$ cat src/design/cbps_pkg.sv
// ----------------------------------------------------------------------------
// cbps_pkg
// Types and constants shared by the cell broadcast page scheduler modules.
// ----------------------------------------------------------------------------
package cbps_pkg;

  // Field widths fixed by the item formats
  localparam int unsigned IdxW  = 4;
  localparam int unsigned PageW = 4;
  localparam int unsigned ByteW = 8;
  localparam int unsigned ActW  = 2;

  // Configuration port
  localparam int unsigned CfgIdxW  = 2;
  localparam int unsigned CfgDataW = 8;

  localparam logic [CfgIdxW-1:0] REG_BCAST_TRX       = 2'd0;
  localparam logic [CfgIdxW-1:0] REG_BCAST_CHAN_HIGH = 2'd1;
  localparam logic [CfgIdxW-1:0] REG_BCAST_CHAN_LOW  = 2'd2;
  localparam logic [CfgIdxW-1:0] REG_BCAST_ENABLE    = 2'd3;

  // Item opcodes
  localparam logic OP_LOAD = 1'b0;
  localparam logic OP_RTS  = 1'b1;

  // Result actions
  localparam logic [ActW-1:0] ACT_NONE = 2'd0;
  localparam logic [ActW-1:0] ACT_PAGE = 2'd1;
  localparam logic [ActW-1:0] ACT_NIL  = 2'd2;

  // Input item
  typedef struct packed {
    logic             op;
    logic [IdxW-1:0]  entry_index;
    logic             entry_active;
    logic [PageW-1:0] entry_pages;
    logic [ByteW-1:0] req_trx;
    logic [ByteW-1:0] req_chan_high;
    logic [ByteW-1:0] req_chan_low;
  } cbps_in_t;

  // Result item
  typedef struct packed {
    logic [ActW-1:0]  action;
    logic [IdxW-1:0]  sent_entry;
    logic [PageW-1:0] sent_page;
  } cbps_out_t;

  // One row of the message table
  typedef struct packed {
    logic             active;
    logic [PageW-1:0] total;
    logic [PageW-1:0] count;
  } cbps_entry_t;

  // Value of a row that was never written
  localparam cbps_entry_t ENTRY_RST = '{active: 1'b0, total: '0, count: PageW'(1)};

  // Controller to datapath
  typedef struct packed {
    logic capture;    // latch the accepted item
    logic decode;     // handle load / clear result
    logic walk_start; // remember walk start entry
    logic eval;       // evaluate read row, write back, step pointer
  } cbps_cmd_t;

  // Datapath to controller
  typedef struct packed {
    logic is_hit;     // request addressed to the enabled broadcast channel
    logic eval_done;  // walk finished this cycle (page or nil)
  } cbps_stat_t;

endpackage

$ cat src/design/cbps_ram.sv
// ----------------------------------------------------------------------------
// cbps_ram
// Generic single-port RAM, one write or read per cycle, registered read data.
// ----------------------------------------------------------------------------
module cbps_ram #(
  parameter int unsigned WIDTH = 8,
  parameter int unsigned DEPTH = 16
) (
  input  logic                     clk_i,
  input  logic                     we_i,
  input  logic [$clog2(DEPTH)-1:0] addr_i,
  input  logic [WIDTH-1:0]         wdata_i,
  output logic [WIDTH-1:0]         rdata_o
);

  logic [WIDTH-1:0] mem_q [DEPTH];
  logic [WIDTH-1:0] rdata_q;

  always_ff @(posedge clk_i) begin
    if (we_i) begin
      mem_q[addr_i] <= wdata_i;
    end
    rdata_q <= mem_q[addr_i];
  end

  assign rdata_o = rdata_q;

endmodule

$ cat src/design/cbps_ctrl.sv
// ----------------------------------------------------------------------------
// cbps_ctrl
// Sequencer: accept an item, decode it, walk the table entry by entry
// (read, then evaluate), and hold the result until it is taken.
// ----------------------------------------------------------------------------
module cbps_ctrl (
  input  logic                 clk_i,
  input  logic                 rst_ni,
  input  logic                 in_valid_i,
  output logic                 in_stall_o,
  output logic                 out_valid_o,
  input  logic                 out_stall_i,
  input  cbps_pkg::cbps_stat_t stat_i,
  output cbps_pkg::cbps_cmd_t  cmd_o
);

  localparam logic [2:0] S_IDLE   = 3'd0;
  localparam logic [2:0] S_DECODE = 3'd1;
  localparam logic [2:0] S_READ   = 3'd2;
  localparam logic [2:0] S_EVAL   = 3'd3;
  localparam logic [2:0] S_OUT    = 3'd4;

  logic [2:0] state_q, state_d;

  // Next state and commands
  always_comb begin
    state_d = state_q;
    cmd_o   = '0;
    unique case (state_q)
      S_IDLE: begin
        if (in_valid_i) begin
          cmd_o.capture = 1'b1;
          state_d       = S_DECODE;
        end
      end
      S_DECODE: begin
        cmd_o.decode = 1'b1;
        if (stat_i.is_hit) begin
          cmd_o.walk_start = 1'b1;
          state_d          = S_READ;
        end else begin
          state_d = S_OUT;
        end
      end
      S_READ: begin
        // table read at the walk pointer is issued here; its registered data is used in S_EVAL
        state_d = S_EVAL;
      end
      S_EVAL: begin
        cmd_o.eval = 1'b1;
        state_d    = stat_i.eval_done ? S_OUT : S_READ;
      end
      S_OUT: begin
        if (!out_stall_i) begin
          state_d = S_IDLE;
        end
      end
      default: begin
        state_d = S_IDLE;
      end
    endcase
  end

  always_ff @(posedge clk_i or negedge rst_ni) begin
    if (!rst_ni) begin
      state_q <= S_IDLE;
    end else begin
      state_q <= state_d;
    end
  end

  assign in_stall_o  = (state_q != S_IDLE);
  assign out_valid_o = (state_q == S_OUT);

endmodule

$ cat src/design/cbps_dp.sv
// ----------------------------------------------------------------------------
// cbps_dp
// Datapath: configuration registers, message table with per-row valid bits,
// walk pointer and result register.
// ----------------------------------------------------------------------------
module cbps_dp #(
  parameter int unsigned TABLE_ROWS = 16
) (
  input  logic                                 clk_i,
  input  logic                                 rst_ni,
  input  logic                                 cfg_we_i,
  input  logic [cbps_pkg::CfgIdxW-1:0]         cfg_index_i,
  input  logic [cbps_pkg::CfgDataW-1:0]        cfg_wdata_i,
  input  cbps_pkg::cbps_in_t                   in_data_i,
  input  cbps_pkg::cbps_cmd_t                  cmd_i,
  output cbps_pkg::cbps_stat_t                 stat_o,
  output cbps_pkg::cbps_out_t                  out_data_o
);

  localparam int unsigned AW   = $clog2(TABLE_ROWS);
  localparam int unsigned XW   = AW + cbps_pkg::IdxW;
  localparam int unsigned EW   = $bits(cbps_pkg::cbps_entry_t);
  localparam logic [AW-1:0] LAST = AW'(TABLE_ROWS - 1);

  // Configuration registers
  logic [cbps_pkg::ByteW-1:0] bcast_trx_q, bcast_chan_high_q, bcast_chan_low_q;
  logic                       bcast_enable_q;

  always_ff @(posedge clk_i or negedge rst_ni) begin
    if (!rst_ni) begin
      bcast_trx_q       <= '0;
      bcast_chan_high_q <= '0;
      bcast_chan_low_q  <= '0;
      bcast_enable_q    <= 1'b0;
    end else if (cfg_we_i) begin
      unique case (cfg_index_i)
        cbps_pkg::REG_BCAST_TRX:       bcast_trx_q       <= cfg_wdata_i;
        cbps_pkg::REG_BCAST_CHAN_HIGH: bcast_chan_high_q <= cfg_wdata_i;
        cbps_pkg::REG_BCAST_CHAN_LOW:  bcast_chan_low_q  <= cfg_wdata_i;
        cbps_pkg::REG_BCAST_ENABLE:    bcast_enable_q    <= cfg_wdata_i[0];
        default: ;
      endcase
    end
  end

  // Captured item
  cbps_pkg::cbps_in_t in_q;

  always_ff @(posedge clk_i) begin
    if (cmd_i.capture) begin
      in_q <= in_data_i;
    end
  end

  // Decode of the captured item
  logic [XW-1:0] idx_ext;
  logic          load_ok;
  logic [AW-1:0] load_addr;

  assign idx_ext   = XW'(in_q.entry_index);
  assign load_ok   = (in_q.op == cbps_pkg::OP_LOAD) && (idx_ext < XW'(TABLE_ROWS));
  assign load_addr = idx_ext[AW-1:0];

  assign stat_o.is_hit = (in_q.op == cbps_pkg::OP_RTS) && bcast_enable_q &&
                         (in_q.req_trx == bcast_trx_q) &&
                         (in_q.req_chan_high == bcast_chan_high_q) &&
                         (in_q.req_chan_low == bcast_chan_low_q);

  // Walk pointer and start entry
  logic [AW-1:0] ptr_q, ptr_d, start_q, nxt;

  assign nxt = (ptr_q == LAST) ? '0 : ptr_q + AW'(1);

  // Table read data; rows never written read as the reset row
  logic [TABLE_ROWS-1:0]   valid_q, valid_d;
  logic [EW-1:0]           rdata;
  cbps_pkg::cbps_entry_t   ent, wr_ent;
  logic                    advance, send, wr_eval, nil;

  assign ent = valid_q[ptr_q] ? cbps_pkg::cbps_entry_t'(rdata) : cbps_pkg::ENTRY_RST;

  // Row evaluation
  always_comb begin
    advance = 1'b0;
    send    = 1'b0;
    wr_eval = 1'b0;
    wr_ent  = ent;
    if (!ent.active) begin
      advance = 1'b1;
    end else if (ent.total == '0) begin
      wr_ent.active = 1'b0;
      wr_eval       = 1'b1;
      advance       = 1'b1;
    end else if (ent.count < ent.total) begin
      send         = 1'b1;
      wr_eval      = 1'b1;
      wr_ent.count = ent.count + cbps_pkg::PageW'(1);
    end else begin
      send         = 1'b1;
      wr_eval      = 1'b1;
      wr_ent.count = cbps_pkg::PageW'(1);
      advance      = 1'b1;
    end
  end

  assign nil = !send && (nxt == start_q);
  assign stat_o.eval_done = send || nil;

  // Table port: load write, walk read or walk write-back
  logic                  ram_we;
  logic [AW-1:0]         ram_addr;
  cbps_pkg::cbps_entry_t ram_wdata;

  always_comb begin
    ram_we    = 1'b0;
    ram_addr  = ptr_q;
    ram_wdata = wr_ent;
    if (cmd_i.decode) begin
      ram_addr  = load_addr;
      ram_we    = load_ok;
      ram_wdata = '{active: in_q.entry_active, total: in_q.entry_pages,
                    count: cbps_pkg::PageW'(1)};
    end else if (cmd_i.eval) begin
      ram_we = wr_eval;
    end
  end

  cbps_ram #(
    .WIDTH (EW),
    .DEPTH (TABLE_ROWS)
  ) u_table (
    .clk_i   (clk_i),
    .we_i    (ram_we),
    .addr_i  (ram_addr),
    .wdata_i (ram_wdata),
    .rdata_o (rdata)
  );

  // Valid bits and walk pointer
  always_comb begin
    valid_d = valid_q;
    if (ram_we) begin
      valid_d[ram_addr] = 1'b1;
    end
    ptr_d = ptr_q;
    if (cmd_i.eval && advance) begin
      ptr_d = nxt;
    end
  end

  always_ff @(posedge clk_i or negedge rst_ni) begin
    if (!rst_ni) begin
      valid_q <= '0;
      ptr_q   <= '0;
    end else begin
      valid_q <= valid_d;
      ptr_q   <= ptr_d;
    end
  end

  always_ff @(posedge clk_i) begin
    if (cmd_i.walk_start) begin
      start_q <= ptr_q;
    end
  end

  // Result register
  cbps_pkg::cbps_out_t res_q;
  logic [XW-1:0]       ptr_ext;

  assign ptr_ext = XW'(ptr_q);

  always_ff @(posedge clk_i) begin
    if (cmd_i.decode) begin
      res_q <= '0;
    end else if (cmd_i.eval) begin
      if (send) begin
        res_q.action     <= cbps_pkg::ACT_PAGE;
        res_q.sent_entry <= ptr_ext[cbps_pkg::IdxW-1:0];
        res_q.sent_page  <= ent.count;
      end else if (nil) begin
        res_q.action <= cbps_pkg::ACT_NIL;
      end
    end
  end

  assign out_data_o = res_q;

endmodule

$ cat src/design/cell_broadcast_page_scheduler.sv
// ----------------------------------------------------------------------------
// cell_broadcast_page_scheduler
// Round-robin page scheduler over a table of cell broadcast messages.
// ----------------------------------------------------------------------------
// One item is handled at a time. A load, or a request that is not for the
// enabled broadcast channel, goes through the accept, decode and output
// states, and its result is held in the output state until it is taken. A
// ready-to-send walk visits k (1 to TABLE_ROWS) table entries between decode
// and output: the table sits in a single-port memory with registered read, so
// each entry takes a read state followed by an evaluate/write-back state.
// Rows never loaded since reset read as inactive through per-row valid bits,
// so no clearing pass is needed.
module cell_broadcast_page_scheduler #(
  parameter int unsigned TABLE_ROWS = 16
) (
  input  logic                          clk_i,
  input  logic                          rst_ni,
  input  logic                          cfg_we_i,
  input  logic [cbps_pkg::CfgIdxW-1:0]  cfg_index_i,
  input  logic [cbps_pkg::CfgDataW-1:0] cfg_wdata_i,
  input  logic                          in_valid_i,
  output logic                          in_stall_o,
  input  cbps_pkg::cbps_in_t            in_data_i,
  output logic                          out_valid_o,
  input  logic                          out_stall_i,
  output cbps_pkg::cbps_out_t           out_data_o
);

  cbps_pkg::cbps_cmd_t  cmd;
  cbps_pkg::cbps_stat_t stat;

  // Sequencer
  cbps_ctrl u_ctrl (
    .clk_i       (clk_i),
    .rst_ni      (rst_ni),
    .in_valid_i  (in_valid_i),
    .in_stall_o  (in_stall_o),
    .out_valid_o (out_valid_o),
    .out_stall_i (out_stall_i),
    .stat_i      (stat),
    .cmd_o       (cmd)
  );

  // Table, registers and result
  cbps_dp #(
    .TABLE_ROWS (TABLE_ROWS)
  ) u_dp (
    .clk_i       (clk_i),
    .rst_ni      (rst_ni),
    .cfg_we_i    (cfg_we_i),
    .cfg_index_i (cfg_index_i),
    .cfg_wdata_i (cfg_wdata_i),
    .in_data_i   (in_data_i),
    .cmd_i       (cmd),
    .stat_o      (stat),
    .out_data_o  (out_data_o)
  );

endmodule
$ cat config.mk
export PLATFORM = sky130hd
export DESIGN_NAME = cell_broadcast_page_scheduler
export DESIGN_NICKNAME = d
export VERILOG_FILES = /design/src/design/cbps_pkg.sv /design/src/design/cbps_ram.sv /design/src/design/cbps_ctrl.sv /design/src/design/cbps_dp.sv /design/src/design/cell_broadcast_page_scheduler.sv
export SDC_FILE = /design/constraint.sdc
export NUM_CORES = 1
export LEC_CHECK = 0
export ABC_AREA = 1
export BUFFER_PORTS_ARGS = -buffer_cell sky130_fd_sc_hd__buf_2
export CORE_MARGIN = 2
export CORE_UTILIZATION = 55
export CTS_BUF_LIST = sky130_fd_sc_hd__clkbuf_4 sky130_fd_sc_hd__clkbuf_8
export DETAILED_ROUTE_END_ITERATION = 10
export GPL_ROUTABILITY_DRIVEN = 0
export PLACE_DENSITY = 0.71
export SYNTH_ARGS = -nofsm -noshare
export SYNTH_HDL_FRONTEND = slang
export SYNTH_SLANG_ARGS = --single-unit
$ cat constraint.sdc
create_clock -name clk_i -period 3.93 [get_ports clk_i]
set_input_delay 0.786 -clock clk_i [delete_from_list [all_inputs] [get_ports clk_i]]
set_output_delay 0.786 -clock clk_i [all_outputs]
set_load 0.02 [all_outputs]
# ---- Yosys cells after proc, flatten, opt, wreduce, memory -nomap -nowiden
# Memory sizes are Yosys's and may differ from the RTL's. A register that Yosys moved wholly into a read port is not among the register bits.
# Cells that the tools add are included.
dict set report classes {
  n_lt_le_gt_ge 5
  eq_ne 14
  bitwise 2
  muxes 33
  add_sub_neg 2
  n_reduce_logical 22
}
# cell n
set ops {}
lappend ops {{8-bit equality test} 3}
lappend ops {{4-bit two-way mux} 5}
lappend ops {{9-bit two-way mux} 2}
lappend ops {{1-bit two-way mux} 16}
lappend ops {{16-bit OR} 1}
lappend ops {{4-bit by 5-bit less-than comparator with 1-bit output (second input constant)} 3}
lappend ops {{3-bit one-hot mux with 5 select lines} 1}
lappend ops {{2-bit AND reduction} 7}
lappend ops {{3-bit two-way mux} 4}
lappend ops {{4-bit by 1-bit adder with 4-bit output (second input constant)} 2}
lappend ops {{1-bit logical AND} 8}
lappend ops {{3-bit by 2-bit equality test with 1-bit output (second input constant)} 2}
lappend ops {{2-bit two-way mux} 3}
lappend ops {{1-bit binary-select mux with 4-bit select} 1}
lappend ops {{1-bit demux with 4-bit select} 1}
lappend ops {{2-bit equality test (second input constant)} 2}
lappend ops {{4-bit equality test} 1}
lappend ops {{4-bit equality test (second input constant)} 1}
lappend ops {{4-bit by 1-bit >= comparator with 1-bit output (second input constant)} 1}
lappend ops {{4-bit zero test} 1}
lappend ops {{4-bit less-than comparator} 1}
lappend ops {{2-bit != test (second input constant)} 2}
lappend ops {{3-bit by 1-bit equality test with 1-bit output (second input constant)} 1}
lappend ops {{3-bit equality test (second input constant)} 1}
lappend ops {{other kinds (8)} 8}
dict set report totals {
  output_inout_bits 12
  memories 1
  input_bits 49
  mem_bits_rw 144
  register_bits 96
  word_cells 97
}
# name words width rd rd_clocked_by_memory_dff wr line
set mem_list {}
lappend mem_list {u_dp.u_table.mem_q 16 9 1 1 1 cbps_ram.sv:16} ;# logic [WIDTH-1:0] mem_q [DEPTH];

# ---- Depth between registers and ports, before layout
# Gate-level depths: netlist of the first run.
dict set report depth {
  depth_word 12
  ltp_mapped 20
  mapped_depth_nobuf 18
}

# ---- Hierarchy
# Synthesis of the first run repeated with hierarchy kept, for this count alone.
dict set report hier_totals {
  cells_unflattened 1090
  hier_area_um2 10704.0
}
# module cells_per_inst seq_area_each_um2 n_inst area_per_inst_um2
set modules_own_cells {}
lappend modules_own_cells {cbps_ram 613 4504.3 1 6308.6}
lappend modules_own_cells {cbps_dp 447 2467.4 1 4187.8}
lappend modules_own_cells {cbps_ctrl 30 75.1 1 207.7}

# ---- Least setup slack after synthesis of the first run
# No wires, ideal clock.
dict set report synth_path {
  path_kind {register to register}
  start {register u_dp.ptr_q[0]}
  end {memory u_dp.u_table.mem_q[0][1] (netlist bit) (data pin)}
  path_buffers 2
  synth_period_minus_slack_ns 2.919
  setup_time_ns 0.330
  required_ns 3.600
  path_stages_with_launch 17
  slack_ns 1.011
  arrival_ns 2.589
  path_cell_list {dfrtp_1 inv_2 buf_6 nand2_1 nand3_1 nand2_1 nand2_1 nand2_1 inv_1 nand2_2 buf_6 nand2_1 inv_1 ha_1 a21oi_1 nand3_4 o21ai_0}
}
# item line
set synth_rtl {}
lappend synth_rtl {{from (decl)} cbps_dp.sv:70} ;# logic [AW-1:0] ptr_q, ptr_d, start_q, nxt;
lappend synth_rtl {{from (signal assigned)} cbps_dp.sv:157} ;# ptr_q <= ptr_d;
lappend synth_rtl {{to (decl)} cbps_ram.sv:16}

==> impl_results.md, run 1 <==
* RSZ-0062 raised after global routing: false
* Post-Synth XOR/XNOR Area at 1.03%
* Commonest cells post-synth: nand2_1 (194), edfxtp_1 (182), a22oi_1 (72)
* Tmin final at roughly 3.3 ns
* Worst Path Arrival at 3.36 ns
* Yosys top cell by area: edfxtp_1
* Hold_buf cts at 0
* Yosys cell types at 42
* First-pass GRT wire length at 35.7 mm
* Clock buffer depth at 3
* I/O Pins at between 60 and 70
* Layout Cells excl Fill at 1215
* Final Power at 8.35 mW
* Port Buf Inserts at 60
* Residual DRC count at 0
* Register share of total power at 43.5%
* Mean post-synth cell area at 12.0 um^2
* Antenna diodes at 0
* Ys flop type: edfxtp_1
* CTS Buf Count at 40
* TritonCTS Sinks at ~250
* WP data required at 4.04 ns
* Area share of fa/ha/maj cells after synthesis at 0.612%
* Comb power frac at 28.2%
* CTS tree: built
* Final hold slack at 0.318 ns
* Starting Density at 56.5%
* Routed WL at 22.5 mm
* Final setup margin at just under 0.7 ns
* Post-CTS setup buffers at 0
* Final setup fails at 0
* Placed insts at 1142
* Gr usage total at a little under a quarter
* Synth Area in Simple Gates at 14.2%
* Crit path kind: flop to flop
* Post-Place Setup Slack at 0.738 ns
* Post-route setup TNS at 0 ns
* Synthesis-stage register bit count at 249
* Worst setup SP type: flop
* Status: complete, no violations
* Share of flip-flops with an asynchronous set or reset at 19.3%
* Max-slew violations at 0
* Vias in the first global route at 6764
* Fin area at 11700 um^2
* Nets at 1009
* Ranking of synthesized cells by area: edfxtp_1 (53%), dfrtp_1 (12%), nand2_1 (7.1%)
* Routed len/inst at 18.5 um
* Multiplexer area fraction after synthesis at 0%
* Synth warn at 0
* Die area at 19700 um^2
* Post-DR vias/cell at roughly 5.6
* Switching part of the total at between 30% and 40%
* Worst VDD drop at 0.000346 V
* Clock group share of total power at 28.2%
* Clk_lat worst skew at about 0.55 ns
* Sequential cell area fraction in the yosys report at 69.0%
* Slew margin rel. at 25.1%
* Final ANT Viol Nets at 0
* Clock slew at reported path FFs at about 0.06 ns
* Antenna violations before repair at 0
* Yosys top cell area share at a little over half
* CP max FO at 16
* Slew @ Worst Pin at approximately 1.1 ns
* Largest family of logic cells by synthesized area: simple AND/OR/NAND/NOR gates
* Placed cell areas at 10900 um^2
* HP Class: input pin to asynchronous set/reset pin
* Syn_nets at 904
* Grt ovf at 0
* P_leak at 4.74 nW
* Row count at just under 50
* H-tree depth at 2
* Synth-to-layout area growth at 14.7%
* FMAX at roughly 300 MHz
* Initial DRT Pass Iterations at 5
* Die width at 140 um
* Clock root buffer: clkbuf_8
* Fin crit share at 82.7%
* Post-CTS sizing at 0
* Synth Instances at 850
* Share of layout cells above drive strength 1 at roughly a fifth
* P_sw at 2.84 mW
* Final Util at 64.8%
* Max_cap viols at 0
* Post-synth EDFFs at 182
* Die span in y at around 140 um
* Pwr dens at 713 nW/um^2
* Initial DRC Count at 561
* Core region area at 18100 um^2
* Largest net degree at the start of global routing at 37
* Fin. Hold Viols at 0
* HPWL Detailed at 14.8 mm
* Cell area after synthesis at 10200 um^2
* Cell internal pwr at 5.51 mW
* Via count at 6761
* Count leader, synth: nand2_1
* Crit end category: flop
* Layout Skew at 0.0348 ns
* Synth Area in Compound Gates at around a tenth
sequential cells by signal (all words and copies together), names as in the netlist:
signal and flops:
u_dp.u_table.rdata_o 9, u_dp.bcast_chan_low_q 8, u_dp.ptr_q 4, u_dp.valid_q 16
u_dp.u_table.mem_q 144, u_dp.in_q 30, u_dp.load_addr 4, u_dp.start_q 4
u_ctrl.state_q 3, u_dp.bcast_chan_high_q 8, u_dp.bcast_trx_q 8, u_dp.out_data_o 10
u_dp.bcast_enable_q 1
critical path, stage by stage, from the launching register on:
cell and delay (ns):
dfrtp_1 0.59, inv_2 0.18, nand2_1 0.10, nand3_1 0.07, nand2_1 0.06, nand2_1 0.04
nand2_1 0.05, inv_1 0.04, nand2_2 0.19, nand2_1 0.15, inv_1 0.13, ha_1 0.25
a21oi_1 0.27, nand3_4 0.15, nand2_1 0.09, o211ai_1 0.43
cells in the final DEF, fill, tap and decap left out, drive strengths merged, types with 33 or more instances in the layout:
cell type / count
a22oi: 72
buf: 86
clkbuf: 57
dfrtp: 48
edfxtp: 182
inv: 85
nand2: 200
nand3: 33
nor2: 50
o21ai: 65
power by group through the flow:
stage / Combinational [mW] / Sequential, mW / Clock [mW]
5_1_grt: 2.60 / 3.66 / 2.51
2_1_floorplan: 1.55 / 3.65 / 0
4_1_cts: 2.35 / 3.64 / 2.40
3_5_place_dp: 2.34 / 3.69 / 0
3_3_place_gp: 2.29 / 3.68 / 0
6_report: 2.36 / 3.64 / 2.36
metal layers:
metal  share of wire (%)  vias up  track usage [%]
met2                  46      258             36.6
met3                 6.7       56             4.62
met4                 3.4        0             10.4
li1                    -     3221                -
met5                   0        -                0
met1                  44     3226             32.6
logic make-up (layout without fill, tap and decap cells):
logic type	count (synthesis)	count (layout)
XOR/XNOR	12	12
AND/OR/NAND/NOR	316	316
adder cells (fa/ha/maj)	5	5
flip-flops	249	249
buffers and inverters	107	243
AO/OA/AOI/OAI	161	161
path summary, 6_finish.rpt:
| path | from | endpoint | slack [ns] | depth (start not counted) |
|---|---|---|---|---|
| min in group clk_i | in_data_i[9] | u_dp.in_q[9] | 0.40 | 1 |
| setup / recovery | u_dp.ptr_q[0] | u_dp.u_table.mem_q[3][0] | 0.68 | 15 |
| hold reg to reg | u_dp.valid_q[9] | u_dp.valid_q[9] | 0.46 | 2 |
| setup reg to reg | u_dp.ptr_q[0] | u_dp.u_table.mem_q[3][0] | 0.68 | 15 |
| hold / removal | rst_ni | u_dp.bcast_chan_high_q[1] | 0.32 | 1 |
| max in group asynchronous | rst_ni | u_dp.valid_q[14] | 2.89 | 2 |
layout make-up:
class                   count  area (um^2)
fillers                  1352         6370
repair buffers             86          495
clock buffers              57          703
clock inverters            16          155
well taps                 229          287
multi-input cells         494         2710
inverters                  84          320
flip-flops and latches    249         7050
No activity file was read; power rests on OpenSTA's default activity.
==> inputs of run 2 (changes only) <==
--- a/config.mk
+++ b/config.mk
@@ -5,14 +5,14 @@
 export SDC_FILE = /design/constraint.sdc
 export NUM_CORES = 1
 export LEC_CHECK = 0
-export ABC_AREA = 1
+export ABC_AREA = 0
 export BUFFER_PORTS_ARGS = -buffer_cell sky130_fd_sc_hd__buf_2
 export CORE_MARGIN = 2
 export CORE_UTILIZATION = 55
 export CTS_BUF_LIST = sky130_fd_sc_hd__clkbuf_4 sky130_fd_sc_hd__clkbuf_8
 export DETAILED_ROUTE_END_ITERATION = 10
 export GPL_ROUTABILITY_DRIVEN = 0
-export PLACE_DENSITY = 0.71
+export PLACE_DENSITY = 0.74
 export SYNTH_ARGS = -nofsm -noshare
 export SYNTH_HDL_FRONTEND = slang
 export SYNTH_SLANG_ARGS = --single-unit
==> constraint.sdc (replaced) <==
create_clock -name clk_i -period 2.65 [get_ports clk_i]
set_input_delay 0.53 -clock clk_i [delete_from_list [all_inputs] [get_ports clk_i]]
set_output_delay 0.53 -clock clk_i [all_outputs]
set_load 0.02 [all_outputs]
==> run 2 against run 1 <==
  * First-iteration DRC count down 25%
  * Fmax down 1.8%
  * Largest cell class unchanged
  * Critical path depth down 4
  * Highest routed layer unchanged
  * Sequential share of layout area down 2.2 points
  * Total power up 49%
  * Clock skew down 0.016 ns
  * Via count down 13%
  * Largest power group unchanged
  * The run now ends with setup timing left
  * Synthesized area down 2.1%
==> impl_results.md, run 2 <==
* Routed len/inst at 22.5 um
* WP data required at 2.93 ns
* H-tree depth at 2
* Final setup fails at 128
* Synth Area in Simple Gates at around 6.7%
* Largest net degree at the start of global routing at 49
* Switching part of the total at 31.6%
* Multiplexer area fraction after synthesis at between 10 and 15%
* Synth Instances at approximately 600
* Status: finished, violations left
* Grt ovf at 0
* Port Buf Inserts at 60
* Row count at 49
* Commonest cells post-synth: edfxtp_1 (182), dfrtp_1 (48), nand2_1 (46)
* Pwr dens at a little over 1000 nW/um^2
* Mean post-synth cell area at 16.8 um^2
* Core region area at ~18000 um^2
* Sequential cell area fraction in the yosys report at 70.4%
* Clk_lat worst skew at 0.54 ns
* Max-slew violations at 0
* Initial DRT Pass Iterations at 4
* HP Class: input pin to asynchronous set/reset pin
* Multi-input logic area at ~3200 um^2
* Largest regs: u_dp.u_table.mem_q x144, u_dp.in_q x30, u_dp.valid_q x16
* Register share of total power at 44.1%
* CTS tree: built
* Final Power at 12.5 mW
* Comb power frac at about 30%
* Yosys top cell area share at 54.6%
* FMAX at about 300 MHz
* Cell area after synthesis at 10000 um^2
* CP max FO at 16
* Area share of fa/ha/maj cells after synthesis at 0.625%
* Crit path kind: flop to flop
* Count leader, synth: edfxtp_1
* P_leak at approximately 4.4 nW
* Starting Density at roughly 56%
* Clock buffer depth at 3
* Largest family of logic cells by synthesized area: multiplexers
* Largest register FFs at 144
* Post-DR vias/cell at 5.96
* Most flop-heavy register: u_dp.u_table.mem_q
* Most common cell after layout, fill and taps aside: edfxtp_1
* Fillers at 1168
* Final Util at 67.9%
* FF+latch area at 7050 um^2
* Die area at 19300 um^2
* Crit end category: flop
* P_sw at 3.94 mW
* Synth-to-layout area growth at 21.5%
* Synth warn at 0
* Ranking of synthesized cells by area: edfxtp_1 (55%), dfrtp_1 (12%), mux4_2 (9.2%)
* Syn_nets at 650
* Residual DRC count at 0
* Share of flip-flops with an asynchronous set or reset at 19.3%
* Vias in the first global route at 6286
* Clock slew at reported path FFs at 0.06 ns
* Final ANT Viol Nets at 0
* Worst setup SP type: flop
* Synthesis-stage register bit count at 249
* Ys flop type: edfxtp_1
* CTS Buf Count at 41
* Synth Area in Compound Gates at 5.33%
* Fin. Hold Viols at 0
* Die span in y at roughly 140 um
* First-pass GRT wire length at 35.0 mm
* Post-Place Setup Slack at -0.853 ns
* Yosys cell types at 56
* Routed WL at 22.2 mm
* HPWL Detailed at roughly 14 mm
* Tmin final at 3.31 ns
* I/O Pins at 61
* Fin crit share at 125%
* TritonCTS Sinks at ~250
* Antenna diodes at 0
* Worst Path Arrival at 3.59 ns
* Slew @ Worst Pin at 0.731 ns
* Hold_buf cts at 0
* Leading cell types in the layout, fill and taps excluded: edfxtp_1 (182), buf_2 (60), dfrtp_1 (47)
* Layout Skew at 0.0185 ns
* RSZ-0062 raised after global routing: true
* Via count at 5894
* Post-synth EDFFs at 182
* Final setup margin at -0.659 ns
* Cell internal pwr at 8.53 mW
* Clock root buffer: clkbuf_8
* Nets at 786
* Antenna violations before repair at 0
* Gr usage total at a little under a quarter
* Worst VDD drop at 0.000748 V
* Slew margin rel. at 51.1%
* Share of layout cells above drive strength 1 at 40.0%
* Max_cap viols at 0
* Post-Synth XOR/XNOR Area at 2.63%
* Initial DRC Count at 421
* Die width at 139 um
* Failing checks: setup timing
* Final hold slack at 0.0900 ns
* Post-route setup TNS at -41.81 ns
* Yosys top cell by area: edfxtp_1
* Clock group share of total power at roughly 25%
==> run 2: cell count changes after synthesis, moves of 14 or more <==
| cell | previous run | this run |
|---|---|---|
| nand2_1 | 194 | 46 |
| inv_1 | 68 | 3 |
| a22oi_1 | 72 | 18 |
| mux4_2 | 0 | 41 |
| o21ai_0 | 42 | 8 |
| mux2_2 | 0 | 29 |
| nand3_1 | 32 | 8 |
| o21bai_1 | 1 | 16 |
| inv_2 | 14 | 0 |
==> run 2: power groups by stage <==
| stage | sequential, mW | combinational (mW) | clock (mW) |
|---|---|---|---|
| 2_1_floorplan | 5.46 | 1.89 | 0 |
| 3_3_place_gp | 5.51 | 2.91 | 0 |
| 3_5_place_dp | 5.54 | 3.05 | 0 |
| 4_1_cts | 5.47 | 3.51 | 3.23 |
| 5_1_grt | 5.53 | 4.08 | 3.41 |
| 6_report | 5.49 | 3.80 | 3.17 |
==> run 2: critical path, stage by stage (launching register included) <==
cell and delay [ns]:
dfrtp_2 0.47, mux4_2 0.53, mux4_2 0.59, and2_4 0.21, ha_1 0.29, o211ai_1 0.12, buf_4 0.17, o21ai_4 0.19
o21ai_2 0.08, a21oi_2 0.20, nor3_4 0.06, buf_12 0.14
==> run 2: final timing paths <==
check | start | end | slack [ns] | cells past startpoint
max in group asynchronous | rst_ni | u_dp.ptr_q[1] | 2.12 | 2
min in group clk_i | in_data_i[17] | u_dp.in_q[17] | 0.16 | 1
worst max-delay path | u_dp.ptr_q[1] | u_dp.u_table.mem_q[7][2] | -0.66 | 11
worst max register to register | u_dp.ptr_q[1] | u_dp.u_table.mem_q[7][2] | -0.66 | 11
worst min register to register | u_dp.out_data_o[4] | u_dp.out_data_o[4] | 0.45 | 2
worst min-delay path | rst_ni | u_dp.bcast_chan_low_q[4] | 0.09 | 2
==> run 2: cell type report <==
cell class                      count  share of cell area, %
Timing Repair Buffer              116                   6.62
Sequential cell                   249                   58.0
Inverter                            3                 0.0926
Tap cell                          229                   2.36
Clock buffer                       58                   5.85
Multi-Input combinational cell    321                   26.6
Clock inverter                     13                  0.535
==> run 2: repair_timing <==
item,4_1_cts,5_1_grt
buffers inserted,3,5
gates resized for setup,52,14
gates cloned,1,0
pin swaps,9,10
setup endpoints to repair,214,240
==> run 2: per-layer routing <==
metal	vias up	part of all wire, %	global-route usage [%]
met5	-	0	0
met1	3013	41	31.9
met2	226	50	39.1
met3	51	6.2	4.87
met4	0	2.8	8.08
li1	2604	-	-
==> run 2: logic make-up after synthesis <==
logic type,after synthesis
DFF,249
and+or+nand+nor,135
AOI/OAI and AO/OA,75
muxes,75
xor gates and xnor gates,30
buffers and inverters,27
adders and majority gates,5
==> run 2: metrics by stage <==
step / instance area [um^2] / cells
after floorplan: 10100 / 596
after global placement: 11000 / 909
after detailed placement: 11000 / 909
after CTS: 12100 / 984
after global routing: 12200 / 989
final: 12200 / 989
==> inputs of run 3 (changes only) <==
--- a/config.mk
+++ b/config.mk
@@ -7,12 +7,13 @@
 export LEC_CHECK = 0
 export ABC_AREA = 0
 export BUFFER_PORTS_ARGS = -buffer_cell sky130_fd_sc_hd__buf_2
+export CAP_MARGIN = 5
 export CORE_MARGIN = 2
 export CORE_UTILIZATION = 55
 export CTS_BUF_LIST = sky130_fd_sc_hd__clkbuf_4 sky130_fd_sc_hd__clkbuf_8
 export DETAILED_ROUTE_END_ITERATION = 10
 export GPL_ROUTABILITY_DRIVEN = 0
-export PLACE_DENSITY = 0.74
+export PLACE_DENSITY = 0.73
 export SYNTH_ARGS = -nofsm -noshare
 export SYNTH_HDL_FRONTEND = slang
 export SYNTH_SLANG_ARGS = --single-unit
==> constraint.sdc (replaced) <==
create_clock -name clk_i -period 3.9 [get_ports clk_i]
set_input_delay 0.78 -clock clk_i [delete_from_list [all_inputs] [get_ports clk_i]]
set_output_delay 0.78 -clock clk_i [all_outputs]
set_load 0.02 [all_outputs]
==> run 3 against run 2 <==
  * The run now ends clean
  * Utilization down 2.8 points
  * Hold slack gained 0.34 ns
  * Cell area fell by 4.1%
  * Non-clock buffer count shrank 24
  * First-iteration DRC count down 9.0%
  * Critical endpoint is now u_dp.u_table.mem_q[5][3]
  * Largest power group unchanged
  * Highest routed layer unchanged
==> impl_results.md, run 3 (synthesized netlist as in run 2, its figures left out) <==
* Status: complete, no violations
* Clock buffer depth at 3
* Fin. Hold Viols at 0
* Worst Path Arrival at 3.92 ns
* WL met2 at 10.4 mm
* Top layer in use: met4
* Largest stage delay, worst path at 0.71 ns
* Routed len/inst at 21.7 um
* I/O Pins at 61
* Leading cell types in the layout, fill and taps excluded: edfxtp_1 (182), buf_2 (60), clkbuf_8 (51)
* Slew @ Worst Pin at 1.09 ns
* Port Buf Inserts at 60
* Vias in the first global route at between 5000 and 6000
* Clock root buffer: clkbuf_8
* R2R cell count at 9
* P_leak at 4.29 nW
* Grt ovf at 0
* Most used cell, CP: mux4_2
* Worst VDD drop at between 0.0004 and 0.0005 V
* TritonCTS Sinks at 249
* Switching part of the total at 29.1%
* Initial DRT Pass Iterations at 4
* Share of layout cells above drive strength 1 at 33.9%
* Antenna violations before repair at 0
* Buf/Inv on CP at 1
* Residual DRC count at 0
* Post-route setup TNS at 0 ns
* Row count at 49
* Worst setup SP type: flop
* Most flop-heavy register: u_dp.u_table.mem_q
* Largest regs: u_dp.u_table.mem_q x144, u_dp.in_q x30, u_dp.valid_q x16
* Slew margin rel. at 27.4%
* Crit end category: flop
* Gr usage total at between 20% and 30%
* Clock group share of total power at approximately 30%
* Post-CTS setup buffers at 0
* Post-Place Setup Slack at 0.264 ns
* Max_cap viols at 0
* Clk_lat worst skew at 0.53 ns
* Post-CTS sizing at 0
* Critical path's top delay family: multiplexers
* Max-slew violations at 0
* Layout Skew at 0.0148 ns
* Starting Density at 55.9%
* Clock slew at reported path FFs at 0.06 ns
* Die area at 19300 um^2
* Antenna diodes at 0
* Layout Cells excl Fill at a little under 1000
* Hold_buf cts at 0
* Hold Path Depth at 1
* HPWL Detailed at 13.7 mm
* Register share of total power at 46.9%
* RSZ-0062 raised after global routing: false
* Post-DR vias/cell at 5.93
* Final setup margin at roughly 0.35 ns
* Largest register FFs at 144
* Final setup fails at 0
* Placed insts at 893
* CP max FO at 16
* First-pass GRT wire length at 32.7 mm
* Via count at about 5700
* CTS Buf Count at 41
* FMAX at 281 MHz
* P_sw at 2.31 mW
* Final Util at 65.1%
* H-tree depth at 2
* Slowest cell on crit path: dfrtp_1
* Final ANT Viol Nets at 0
* Initial DRC Count at around 380
* Synth-to-layout area growth at 16.6%
* Routed WL at between 20 and 25 mm
* Crit-path cells: mux4_2 > mux4_2 > and2_1 > ha_1 > a21oi_1 > nand2_1 > a2111oi_0 > a41o_1 > buf_4
* Comb power frac at 23.1%
* Nets at roughly 760
* Largest net degree at the start of global routing at 49
* Crit path kind: flop to flop
* Most common cell after layout, fill and taps aside: edfxtp_1
* Final Power at ~7.9 mW
* WP data required at 4.27 ns
* Tmin final at 3.55 ns
* Fin crit share at 91.1%
* Pwr dens at 682 nW/um^2
* Core region area at 17900 um^2
* Die width at about 140 um
* CTS tree: built
* Stages on the worst setup path at 9
* Metal3 WL at ~1.2 mm
* Metal1 wirelength at 8.90 mm
* HP Class: input pin to flop
* Cell internal pwr at 5.63 mW
* Die span in y at roughly 140 um
[run 3: path summary, 6_finish.rpt]
| check | from | endpoint | slack (ns) |
|---|---|---|---|
| worst max-delay path | u_dp.ptr_q[2] | u_dp.u_table.mem_q[5][3] | 0.35 |
| worst min-delay path | in_data_i[15] | u_dp.in_q[15] | 0.43 |
| worst max register to register | u_dp.ptr_q[2] | u_dp.u_table.mem_q[5][3] | 0.35 |
| worst min register to register | u_dp.out_data_o[4] | u_dp.out_data_o[4] | 0.45 |
| max in group asynchronous | rst_ni | u_dp.ptr_q[1] | 2.70 |
| min in group asynchronous | rst_ni | u_ctrl.state_q[2] | 0.47 |
[run 3: power groups by stage]
stage	registers, mW	logic, mW	clock network [mW]
final	3.72	1.84	2.39
after floorplan	3.71	1.16	0
after global routing	3.75	2.01	2.54
after detailed placement	3.77	1.84	0
after global placement	3.75	1.73	0
after CTS	3.72	1.85	2.43
[run 3: through the flow]
step	instance area [um^2]	hold slack [ns]
after floorplan	10000	0.423
after global placement	10800	0.434
after detailed placement	10800	0.439
after CTS	11700	0.412
after global routing	11700	0.412
final	11700	0.431
[run 3: area by class of cell]
type / count / area (um^2)
clock buffers: 68 / 830
clock inverters: 8 / 63.8
fillers: 1225 / 6240
inverters: 3 / 11.3
multi-input cells: 320 / 2870
flip-flops and latches: 249 / 7050
well taps: 229 / 287
repair buffers: 92 / 553
[run 3: routing by layer]
metal	track usage, %	vias up
met5	0	-
met4	8.61	0
met3	4.25	53
met2	35.2	205
met1	30.8	2936
li1	-	2555
